### config.mk
export PLATFORM = sky130hd
export DESIGN_NAME = sorted_value_list
export DESIGN_NICKNAME = d
export VERILOG_FILES = /design/src/design/svl_pkg.sv /design/src/design/svl_cell.sv /design/src/design/svl_chain.sv /design/src/design/sorted_value_list.sv
export SDC_FILE = /design/constraint.sdc
export NUM_CORES = 2
export LEC_CHECK = 0
export ABC_CLOCK_PERIOD_IN_PS = 5600
export BUFFER_PORTS_ARGS = -buffer_cell sky130_fd_sc_hd__buf_2
export CAP_MARGIN = 0
export CORE_MARGIN = 2
export CORE_UTILIZATION = 40
export CTS_CLUSTER_SIZE = 12
export DETAILED_ROUTE_END_ITERATION = 10
export GPL_TIMING_DRIVEN = 1
export PLACE_DENSITY = 0.65
export SLEW_MARGIN = 20
export SYNTH_ARGS = -nofsm -noshare
export SYNTH_HDL_FRONTEND = slang
export SYNTH_SLANG_ARGS = --single-unit
### constraint.sdc
create_clock -name clk -period 5.6 [get_ports clk]
set_input_delay 1.12 -clock clk [delete_from_list [all_inputs] [get_ports clk]]
set_output_delay 1.12 -clock clk [all_outputs]
set_load 0.1 [all_outputs]
### src/design/svl_pkg.sv
// Shared types and constants for the sorted value list.
// No dependencies; every other file of the block uses this package.
package svl_pkg;

	localparam int CAPACITY_DEF = 16;
	localparam int VALUE_W      = 32;
	localparam int CMD_W        = 2;
	localparam int STATUS_W     = 2;
	localparam int COUNT_W      = 5;

	localparam logic [CMD_W-1:0] CMD_INSERT = 2'd0;
	localparam logic [CMD_W-1:0] CMD_REMOVE = 2'd1;
	localparam logic [CMD_W-1:0] CMD_DUMP   = 2'd2;

	localparam logic [STATUS_W-1:0] ST_OK        = 2'd0;
	localparam logic [STATUS_W-1:0] ST_FULL      = 2'd1;
	localparam logic [STATUS_W-1:0] ST_NOT_FOUND = 2'd2;
	localparam logic [STATUS_W-1:0] ST_EMPTY     = 2'd3;

	// Operation broadcast to every cell of the chain.
	typedef enum logic [1:0] {
		OP_HOLD,
		OP_INSERT,
		OP_REMOVE,
		OP_ROTATE
	} cell_op_t;

	typedef struct packed {
		cell_op_t                   op;
		logic signed [VALUE_W-1:0] value;
	} cell_ctrl_t;

endpackage

### src/design/svl_cell.sv
// One storage cell of the sorted chain: holds one entry and compares it
// against the broadcast value. Depends on svl_pkg.
module svl_cell #(
	parameter int IDX   = 0,
	parameter int CNT_W = 5
) (
	input  logic                                clk,
	input  svl_pkg::cell_ctrl_t                 ctrl,
	input  logic [CNT_W-1:0]                    count,
	input  logic                                found,
	input  logic                                prev_lt,
	input  logic signed [svl_pkg::VALUE_W-1:0] prev_entry,
	input  logic signed [svl_pkg::VALUE_W-1:0] next_entry,
	input  logic signed [svl_pkg::VALUE_W-1:0] head_entry,
	output logic signed [svl_pkg::VALUE_W-1:0] entry,
	output logic                                lt,
	output logic                                eq
);

	localparam logic [CNT_W-1:0] IDX_C    = CNT_W'(IDX);
	localparam logic [CNT_W-1:0] IDX_NEXT = CNT_W'(IDX + 1);

	logic signed [svl_pkg::VALUE_W-1:0] entry_q;
	logic                               occ;
	logic                               tail;

	assign occ   = IDX_C < count;
	assign tail  = IDX_NEXT == count;
	assign lt    = occ && (entry_q < ctrl.value);
	assign eq    = occ && (entry_q == ctrl.value);
	assign entry = entry_q;

	always_ff @(posedge clk) begin
		case (ctrl.op)
			svl_pkg::OP_INSERT: begin
				// Cells at or above the insert point take the new value or shift up.
				if (!lt) begin
					entry_q <= prev_lt ? ctrl.value : prev_entry;
				end
			end
			svl_pkg::OP_REMOVE: begin
				// Cells from the first match upward close the gap.
				if (found && occ && !lt) begin
					entry_q <= next_entry;
				end
			end
			svl_pkg::OP_ROTATE: begin
				if (occ) begin
					entry_q <= tail ? head_entry : next_entry;
				end
			end
			default: begin
				entry_q <= entry_q;
			end
		endcase
	end

endmodule

### src/design/svl_chain.sv
// Row of svl_cell instances wired to their neighbors, plus the match reduction.
// Depends on svl_pkg and svl_cell.
module svl_chain #(
	parameter int CAPACITY = svl_pkg::CAPACITY_DEF,
	parameter int CNT_W    = $clog2(CAPACITY + 1)
) (
	input  logic                                clk,
	input  svl_pkg::cell_ctrl_t                 ctrl,
	input  logic [CNT_W-1:0]                    count,
	output logic                                found,
	output logic signed [svl_pkg::VALUE_W-1:0] head
);

	logic signed [svl_pkg::VALUE_W-1:0] entry [CAPACITY];
	logic [CAPACITY-1:0]                lt;
	logic [CAPACITY-1:0]                eq;

	assign found = |eq;
	assign head  = entry[0];

	for (genvar i = 0; i < CAPACITY; i++) begin : g_cell
		logic                               prev_lt_w;
		logic signed [svl_pkg::VALUE_W-1:0] prev_w;
		logic signed [svl_pkg::VALUE_W-1:0] next_w;

		if (i == 0) begin : g_first
			assign prev_lt_w = 1'b1;
			assign prev_w    = entry[i];
		end else begin : g_mid
			assign prev_lt_w = lt[i-1];
			assign prev_w    = entry[i-1];
		end

		if (i == CAPACITY - 1) begin : g_last
			assign next_w = entry[i];
		end else begin : g_inner
			assign next_w = entry[i+1];
		end

		svl_cell #(
			.IDX   (i),
			.CNT_W (CNT_W)
		) u_cell (
			.clk        (clk),
			.ctrl       (ctrl),
			.count      (count),
			.found      (found),
			.prev_lt    (prev_lt_w),
			.prev_entry (prev_w),
			.next_entry (next_w),
			.head_entry (entry[0]),
			.entry      (entry[i]),
			.lt         (lt[i]),
			.eq         (eq[i])
		);
	end

endmodule

### src/design/sorted_value_list.sv
// Sorted value list: top level with request/result handshakes and control.
// Depends on svl_pkg and svl_chain.
//
// Usage:
//   Requests arrive on req_valid/req_stall with command and value; results
//   leave on rsp_valid/rsp_stall with status, element, count and last.
//   Insert and remove are done by the cell chain: the result is shown in
//   the cycle after the request is taken, and a new request is taken
//   every cycle as long as the result register drains and no dump runs.
//   A dump rotates the chain one cell per cycle while the result register
//   drains, sending the head entry each time; it occupies the block for N
//   results (N = stored values), and the chain ends in its original order.
//   An empty dump gives one result in the next cycle. An unused command is
//   taken with no result. Stored values follow the count only; entries above
//   it are never shown. Reset clears the count, the dump state and the result
//   valid; no sweep. While a valid result is stalled, it holds and req_stall
//   goes high, so nothing advances until the result is taken.
module sorted_value_list #(
	parameter int CAPACITY = svl_pkg::CAPACITY_DEF
) (
	input  logic                                 clk,
	input  logic                                 arst_n,
	input  logic                                 req_valid,
	output logic                                 req_stall,
	input  logic [svl_pkg::CMD_W-1:0]            command,
	input  logic signed [svl_pkg::VALUE_W-1:0]  value,
	output logic                                 rsp_valid,
	input  logic                                 rsp_stall,
	output logic [svl_pkg::STATUS_W-1:0]         status,
	output logic signed [svl_pkg::VALUE_W-1:0]  element,
	output logic [svl_pkg::COUNT_W-1:0]          count,
	output logic                                 last
);

	localparam int CNT_W = $clog2(CAPACITY + 1);
	localparam logic [CNT_W-1:0] CAP_C = CNT_W'(CAPACITY);
	localparam logic [CNT_W-1:0] ONE_C = CNT_W'(1);

	typedef enum logic [1:0] {
		S_IDLE = 2'b01,
		S_DUMP = 2'b10
	} state_t;

	state_t                             state_q;
	logic [CNT_W-1:0]                   cnt_q;
	logic [CNT_W-1:0]                   rem_q;
	logic                               rsp_valid_q;
	logic [svl_pkg::STATUS_W-1:0]       status_q;
	logic signed [svl_pkg::VALUE_W-1:0] element_q;
	logic [svl_pkg::COUNT_W-1:0]        count_q;
	logic                               last_q;

	svl_pkg::cell_ctrl_t                ctrl;
	logic                               found;
	logic signed [svl_pkg::VALUE_W-1:0] head;
	logic                               rsp_free;
	logic                               accept;
	logic                               full;
	logic                               rsp_load;

	assign rsp_free  = !rsp_valid_q || !rsp_stall;
	assign req_stall = (state_q != S_IDLE) || !rsp_free;
	assign accept    = req_valid && !req_stall;
	assign full      = cnt_q == CAP_C;

	always_comb begin
		ctrl.value = value;
		ctrl.op    = svl_pkg::OP_HOLD;
		if (accept) begin
			case (command)
				svl_pkg::CMD_INSERT: ctrl.op = full ? svl_pkg::OP_HOLD : svl_pkg::OP_INSERT;
				svl_pkg::CMD_REMOVE: ctrl.op = svl_pkg::OP_REMOVE;
				default:             ctrl.op = svl_pkg::OP_HOLD;
			endcase
		end else if (state_q == S_DUMP && rsp_free) begin
			ctrl.op = svl_pkg::OP_ROTATE;
		end
	end

	// A new result enters the output register this cycle.
	always_comb begin
		rsp_load = 1'b0;
		if (accept) begin
			case (command)
				svl_pkg::CMD_INSERT: rsp_load = 1'b1;
				svl_pkg::CMD_REMOVE: rsp_load = 1'b1;
				svl_pkg::CMD_DUMP:   rsp_load = cnt_q == '0;
				default:             rsp_load = 1'b0;
			endcase
		end else if (state_q == S_DUMP && rsp_free) begin
			rsp_load = 1'b1;
		end
	end

	svl_chain #(
		.CAPACITY (CAPACITY),
		.CNT_W    (CNT_W)
	) u_chain (
		.clk   (clk),
		.ctrl  (ctrl),
		.count (cnt_q),
		.found (found),
		.head  (head)
	);

	always_ff @(posedge clk or negedge arst_n) begin
		if (!arst_n) begin
			state_q     <= S_IDLE;
			cnt_q       <= '0;
			rem_q       <= '0;
			rsp_valid_q <= 1'b0;
		end else begin
			if (rsp_load) begin
				rsp_valid_q <= 1'b1;
			end else if (!rsp_stall) begin
				rsp_valid_q <= 1'b0;
			end
			case (state_q)
				S_IDLE: begin
					if (accept) begin
						case (command)
							svl_pkg::CMD_INSERT: begin
								if (!full) begin
									cnt_q <= cnt_q + ONE_C;
								end
							end
							svl_pkg::CMD_REMOVE: begin
								if (found) begin
									cnt_q <= cnt_q - ONE_C;
								end
							end
							svl_pkg::CMD_DUMP: begin
								if (cnt_q != '0) begin
									state_q <= S_DUMP;
									rem_q   <= cnt_q;
								end
							end
							default: begin
								cnt_q <= cnt_q;
							end
						endcase
					end
				end
				S_DUMP: begin
					if (rsp_free) begin
						rem_q <= rem_q - ONE_C;
						if (rem_q == ONE_C) begin
							state_q <= S_IDLE;
						end
					end
				end
				default: begin
					state_q <= S_IDLE;
				end
			endcase
		end
	end

	// Result payload: load whenever a new result is produced.
	always_ff @(posedge clk) begin
		if (accept) begin
			case (command)
				svl_pkg::CMD_INSERT: begin
					status_q  <= full ? svl_pkg::ST_FULL : svl_pkg::ST_OK;
					element_q <= '0;
					count_q   <= svl_pkg::COUNT_W'(full ? cnt_q : cnt_q + ONE_C);
					last_q    <= 1'b1;
				end
				svl_pkg::CMD_REMOVE: begin
					status_q  <= found ? svl_pkg::ST_OK : svl_pkg::ST_NOT_FOUND;
					element_q <= '0;
					count_q   <= svl_pkg::COUNT_W'(found ? cnt_q - ONE_C : cnt_q);
					last_q    <= 1'b1;
				end
				svl_pkg::CMD_DUMP: begin
					status_q  <= svl_pkg::ST_EMPTY;
					element_q <= '0;
					count_q   <= svl_pkg::COUNT_W'(cnt_q);
					last_q    <= 1'b1;
				end
				default: begin
					last_q <= last_q;
				end
			endcase
		end else if (state_q == S_DUMP && rsp_free) begin
			status_q  <= svl_pkg::ST_OK;
			element_q <= head;
			count_q   <= svl_pkg::COUNT_W'(cnt_q);
			last_q    <= rem_q == ONE_C;
		end
	end

	assign rsp_valid = rsp_valid_q;
	assign status    = status_q;
	assign element   = element_q;
	assign count     = count_q;
	assign last      = last_q;

endmodule

# After elaboration in Yosys (flattened, before gate mapping)

Index checks and enable logic that the tools add are counted.

Output and inout bits: 42
Bits of input ports: 38
Register bits after elaboration: 565

Muxes and demuxes: 131
Reduce and logical (&&, ||, !) cells: 117
Magnitude comparators: 32
Equality and inequality tests: 99
$add $sub $neg: 3

Operators by type and width:

| cell                                               | count |
|---|---|
| two-way mux 32 bit                                 | 81 |
| one-hot mux 32 bit (3 select lines)                | 15 |
| == test 32 bit                                     | 16 |
| < comparator 32 bit                                | 16 |
| != test 2 bit (second input constant)              | 54 |
| logical AND 1 bit                                  | 64 |
| one-hot mux 32 bit (2 select lines)                | 1 |
| AND reduction 4 bit                                | 15 |
| == test 4 x 5 -> 1 bit (first input constant)      | 8 |
| < comparator 4 x 5 -> 1 bit (first input constant) | 8 |
| two-way mux 5 bit                                  | 8 |
| == test 3 x 5 -> 1 bit (first input constant)      | 4 |
| < comparator 3 x 5 -> 1 bit (first input constant) | 4 |
| two-way mux 2 bit                                  | 10 |
| one-hot mux 5 bit (2 select lines)                 | 2 |
| zero test 1 bit                                    | 19 |
| OR reduction 16 bit                                | 1 |
| one-hot mux 5 bit (3 select lines)                 | 1 |
| AND reduction 5 bit                                | 3 |
| == test 2 x 5 -> 1 bit (first input constant)      | 2 |
| < comparator 1 x 5 -> 1 bit (first input constant) | 2 |
| < comparator 2 x 5 -> 1 bit (first input constant) | 2 |
| subtractor 5 x 1 -> 5 bit (second input constant)  | 2 |
| two-way mux 1 bit                                  | 9 |
| 22 further kinds                                   | 35 |

# Depth between registers and ports, before layout

Word-level depth: 10
Depth in mapped cells: 12
Depth with buffers taken out: 10

# Hierarchy

A second synthesis with hierarchy kept.

Cell total of the unflattened synthesis: 5264
Area, all modules: 53136.0 um2

By module, submodules not included:

| module                                | cells each | times used | area each (um2) |
|---|---|---|---|
| svl_cell at u_chain.g_cell[8].u_cell  | 313        | 1          | 3290.7 |
| svl_cell at u_chain.g_cell[6].u_cell  | 320        | 1          | 3249.4 |
| svl_cell at u_chain.g_cell[13].u_cell | 319        | 1          | 3245.6 |
| svl_cell at u_chain.g_cell[10].u_cell | 320        | 1          | 3198.1 |
| svl_cell at u_chain.g_cell[15].u_cell | 319        | 1          | 3153.0 |
| svl_cell at u_chain.g_cell[4].u_cell  | 312        | 1          | 3140.5 |
| svl_cell at u_chain.g_cell[1].u_cell  | 311        | 1          | 3136.8 |
| svl_cell at u_chain.g_cell[3].u_cell  | 316        | 1          | 3129.3 |
| svl_cell at u_chain.g_cell[9].u_cell  | 311        | 1          | 3123.0 |
| svl_cell at u_chain.g_cell[2].u_cell  | 317        | 1          | 3119.2 |
| svl_cell at u_chain.g_cell[5].u_cell  | 311        | 1          | 3116.7 |
| svl_cell at u_chain.g_cell[11].u_cell | 310        | 1          | 3114.2 |
| svl_cell at u_chain.g_cell[14].u_cell | 306        | 1          | 3110.5 |
| svl_cell at u_chain.g_cell[0].u_cell  | 311        | 1          | 3108.0 |
| 4 more rows                           | n/a        | n/a        | n/a |

# Least setup slack after synthesis

OpenSTA, ideal clock, no wires.

Kind: input port to flip-flop
Start: in value[1] (netlist name)
End: reg u_chain.g_cell[8].u_cell.entry_q, in the netlist u_chain.g_cell[8].u_cell.entry[0] (enable)
Stages: 11
Arrival time: 6.330 ns
Data required time: 5.130 ns
Setup slack: -1.200 ns
Library setup time: 0.470 ns
Cells stage by stage: inv_1 ha_1 nor2b_1 o211ai_2 a2111oi_0 or4_1 a2111oi_4 mux2i_2 buf_6 a21oi_1 a211oi_1

Longest elaborated chain between the ends: 7
Elaborated cells on any way between the ends: 41
Those cells by class: 1 x order compare; 18 x eq/ne; 22 x reduce/logical

Ends and longest elaborated chain:

| what                                                                        | line                    | source |
|---|---|---|
| start, declared                                                             | sorted_value_list.sv:26 | `input logic signed [svl_pkg::VALUE_W-1:0] value,` |
| parallel branches: the longest is 6 deep, another holds < comparator 32 bit | n/a                     |  |
| AND reduction 4 bit (no source line) (*)                                    | n/a                     |  |
| end signal, assigned                                                        | svl_cell.sv:44          | `entry_q <= next_entry;` |
| end signal, assigned                                                        | svl_cell.sv:49          | `entry_q <= tail ? head_entry : next_entry;` |
| end signal, assigned                                                        | svl_cell.sv:53          | `entry_q <= entry_q;` |
| end, declared                                                               | svl_cell.sv:23          | `logic signed [svl_pkg::VALUE_W-1:0] entry_q;` |

Mark *: on every way between the ends.
A chain may end at the register's enable or synchronous reset.

# Worst setup path in the final report

Start: in value[14] (netlist name)
End: reg u_chain.g_cell[10].u_cell.entry_q, in the netlist u_chain.g_cell[10].u_cell.entry[13], data pin

Longest elaborated chain between the ends: 5

Ends and longest elaborated chain:

| what                                | line           | source |
|---|---|---|
| < comparator 32 bit                 | svl_cell.sv:29 | `assign lt = occ && (entry_q < ctrl.value);` |
| logical AND 1 bit                   | svl_cell.sv:29 |  |
| two-way mux 32 bit                  | svl_cell.sv:38 | `entry_q <= prev_lt ? ctrl.value : prev_entry;` |
| two-way mux 32 bit                  | svl_cell.sv:37 | `if (!lt) begin` |
| one-hot mux 32 bit (3 select lines) | svl_cell.sv:34 | `case (ctrl.op)` |
| end signal, assigned                | svl_cell.sv:38 |  |
| end signal, assigned                | svl_cell.sv:44 |  |
| end signal, assigned                | svl_cell.sv:49 |  |
| end, declared                       | svl_cell.sv:23 |  |

No other way between the ends. The select of a mux whose other input is x is not followed.

==> run metrics <==
Final Worst Setup Slack between 0.9 and 1 ns; htree depth 2; DIE HEIGHT 330 um; syn_nets ~4.7k; commonest non-fill, non-tap cell in the layout edfxtp_1; Post-Route WL about 160,000 um; Clk pwr share 0.260; filler cell count approximately 10k; Cell Chain, Critical Path buf_2 > inv_1 > ha_1 > a21oi_1 > o21ai_0 > a221o_1 > a221oi_1 > o41a_1 > mux2i_4 > buf_4 > mux2i_1 > o21ai_1; Synth Cell Area 42,600 um2; Slew Limit Fails 0; crit-path max FO 17; CTS tree yes; Leakage approximately 18 nW; Crit Path Class in -> reg; f_max 0.214 GHz; ratio of cells with drive above 1 in the final layout 0.106; input/output buffers slightly below 80; Syn Area/Cell approximately 10 um2; fin crit share 0.836; initial DRC count around 5.5k; DP HPWL 117,000 um; CP max-delay cell a221oi_1; Sw Share 0.374; final hold viol count 0; Hold Crit Class in -> async; core region area ~110,000 um2; GRT overflow 0; relative slew slack 0.178; Switching Power just under 6 mW; Die X-Extent 330 um; routed len/inst between 20 and 30 um; largest net degree at the start of global routing approximately 210; initial antenna violation count 8; Starting Density 0.404; Arr. time, crit path around 5 ns; vias per cell roughly 6.7; Post-synth ARST share 0.0230; post-CTS setup buffers 0; required time at the worst-slack endpoint 6.01 ns; gr usage total 0.277; Cell Pwr Density about 320 nW/um2; Yosys warnings 0; FP Rows 119; worst reg-to-reg setup slack about 1.2 ns; Final Setup Violations 0; run status complete, but fails checks; post-CTS sizing 0; synthesized flop and latch total 565; CTS Buf Count between 60 and 70; most frequent cells in the layout edfxtp_1, ha_1, o21ai_0, mux2i_1, a22oi_1; Synth-to-Final Area Change 12.1%; startpoint types input port; Antenna Nets Post-Route 0; Fin Hold WS approximately 0.35 ns; internal power around 9.7 mW; Worst Skew between 0.03 and 0.04 ns; Die ar. approximately 110,000 um2; number of global-route vias before repair approximately 36k; sequential share of power 0.395; fin cells approximately 5.6k; CTS Buffer Depth 3; hold_buf cts 0; io pins 80; failing checks design-rule violations; CP Capture Type flop; final layout net count about 4.7k; first-pass iteration count of the detailed router 11; Tmin final 4.68 ns; Placer Congestion about 1; Max IR drop VDD roughly 0.00029 V; clock latency on the worst-skew pair 0.69 ns; Post-synth EDFFs about 550; Combinational Power Share 0.345; Clock Pin Slew Worst Setup and Hold Paths about 0.07 ns; sequential fraction of the synthesis area 0.397; placed cells around 5.5k; first-pass GRT wire length 231,000 um; Syn Inst Count roughly 4.1k; maximum capacitance violations 0; vias around 38k; RSZ-0062 raised after global routing false; Clock Sinks 565; Root Buffer Master clkbuf_16; Residual DRC 8; Post-synth top flop edfxtp_1; slowest cell delay on critical path roughly 0.6 ns; pre-CTS setup slack roughly 0.42 ns; Worst Tran Pin Value 1.23 ns; Synth cell types 78
-- power by group through the flow --
stage               registers [mW]  logic [mW]  clock network [mW]
global route                  6.13        5.75                4.16
CTS                           6.08        5.21                4.00
finish                        6.11        5.33                4.01
detailed placement            6.16        5.18                   0
floorplan                     6.11        3.43                   0
global placement              6.16        5.02                   0
-- flip-flops by register name (all words and copies together), names as in the netlist --
| signal | cells |
|---|---|
| cnt_q | 5 |
| count | 5 |
| element | 32 |
| last | 1 |
| rem_q | 5 |
| rsp_valid | 1 |
| state_q | 2 |
| status | 2 |
| u_chain.g_cell.u_cell.entry | 512 |
-- critical path: cells and delay by family --
family                   cells  cell delay [ns]
AO/OA/AOI/OAI                6             1.96
buffers and inverters        3             1.12
adder cells (fa/ha/maj)      1             0.31
multiplexers                 2             0.55
-- path summary, 6_finish.rpt --
check,start,to,cells after the start
setup / recovery,value[14],u_chain.g_cell[10].u_cell.entry[13]$_DFFE_PP_,12
min in group clk,rem_q[1]$_DFFE_PN0P_,rem_q[1]$_DFFE_PN0P_,2
hold reg to reg,rem_q[1]$_DFFE_PN0P_,rem_q[1]$_DFFE_PN0P_,2
setup reg to reg,cnt_q[3]$_DFFE_PN0P_,u_chain.g_cell[2].u_cell.entry[27]$_DFFE_PP_,11
max in group asynchronous,arst_n,state_q[0]$_DFFE_PN1P_,1
hold / removal,arst_n,rem_q[0]$_DFFE_PN0P_,1
-- logic make-up (layout without fill, tap and decap cells) --
kind of cell	Yosys count	after routing	synth area share
buffers and inverters	388	478	0.0364
AND/OR/NAND/NOR	769	769	0.0917
flip-flops	565	565	0.397
adder cells (fa/ha/maj)	524	524	0.154
AO/OA/AOI/OAI	1501	1501	0.226
other	0	4	0
XOR/XNOR	8	8	0.00165
multiplexers	393	393	0.0934
-- per-stage QoR --
step | area [um2] | TNS (ns) | util | total power [mW]
floorplan | 42600 | -51.45 | - | 9.55
global route | 47700 | 0 | 0.453 | 16.0
CTS | 47700 | 0 | 0.452 | 15.3
finish | 47700 | 0 | 0.453 | 15.5
detailed placement | 45800 | 0 | 0.435 | 11.3
global placement | 45800 | 0 | 0.435 | 11.2
-- layout make-up --
| cell class | count | area (um2) | share of cell area |
|---|---|---|---|
| clock buffer | 78 | 1630 | 0.0342 |
| sequential | 565 | 16900 | 0.354 |
| clock inverter | 36 | 215 | 0.00451 |
| multi-input combinational | 3195 | 24500 | 0.514 |
| tap | 1391 | 1740 | 0.0365 |
| inverter | 74 | 278 | 0.00582 |
| antenna | 4 | 10.0 | 0.000210 |
| timing repair buffer | 290 | 2420 | 0.0508 |
-- layer usage --
layer	GRT usage	routed length, um
met2	0.434	70300
met5	0	46
met4	0.106	6330
met1	0.381	64800
met3	0.0495	15100
-- Yosys cell counts (5+ instances only) --
| cell type | n | share of area |
|---|---|---|
| a2111oi_0 | 5 | 0.0010 |
| a21boi_0 | 5 | 0.00088 |
| nor2_1 | 80 | 0.0071 |
| a221o_1 | 39 | 0.0092 |
| buf_1 | 10 | 0.00088 |
| a222oi_1 | 32 | 0.0075 |
| nand2b_1 | 16 | 0.0024 |
| nand2_1 | 240 | 0.021 |
| mux2i_1 | 382 | 0.090 |
| inv_1 | 74 | 0.0065 |
| o31ai_1 | 5 | 0.00088 |
| and2_1 | 67 | 0.0098 |
| a221oi_1 | 7 | 0.0014 |
| mux2i_2 | 6 | 0.0019 |
| clkbuf_1 | 259 | 0.023 |
| ha_1 | 524 | 0.15 |
| o211ai_1 | 26 | 0.0046 |
| buf_2 | 39 | 0.0046 |
| nand4_1 | 112 | 0.016 |
| o21ai_1 | 71 | 0.0083 |
| a2bb2oi_1 | 32 | 0.0066 |
| a21o_1 | 46 | 0.0081 |
| a31oi_1 | 7 | 0.0010 |
| o21ai_0 | 490 | 0.058 |
| and4_1 | 16 | 0.0033 |
| a21oi_1 | 260 | 0.031 |
| nand3_1 | 125 | 0.015 |
| nor3_1 | 32 | 0.0038 |
| xnor2_1 | 7 | 0.0014 |
| o21a_1 | 12 | 0.0021 |
| o311ai_0 | 33 | 0.0068 |
| and3_1 | 7 | 0.0010 |
| nor2b_1 | 27 | 0.0040 |
| nor4_1 | 22 | 0.0032 |
| edfxtp_1 | 552 | 0.39 |
| dfrtp_1 | 12 | 0.0071 |
| a211oi_1 | 28 | 0.0049 |
| buf_6 | 6 | 0.0016 |
| a22oi_1 | 352 | 0.062 |
(Power assumes the default switching activity.)
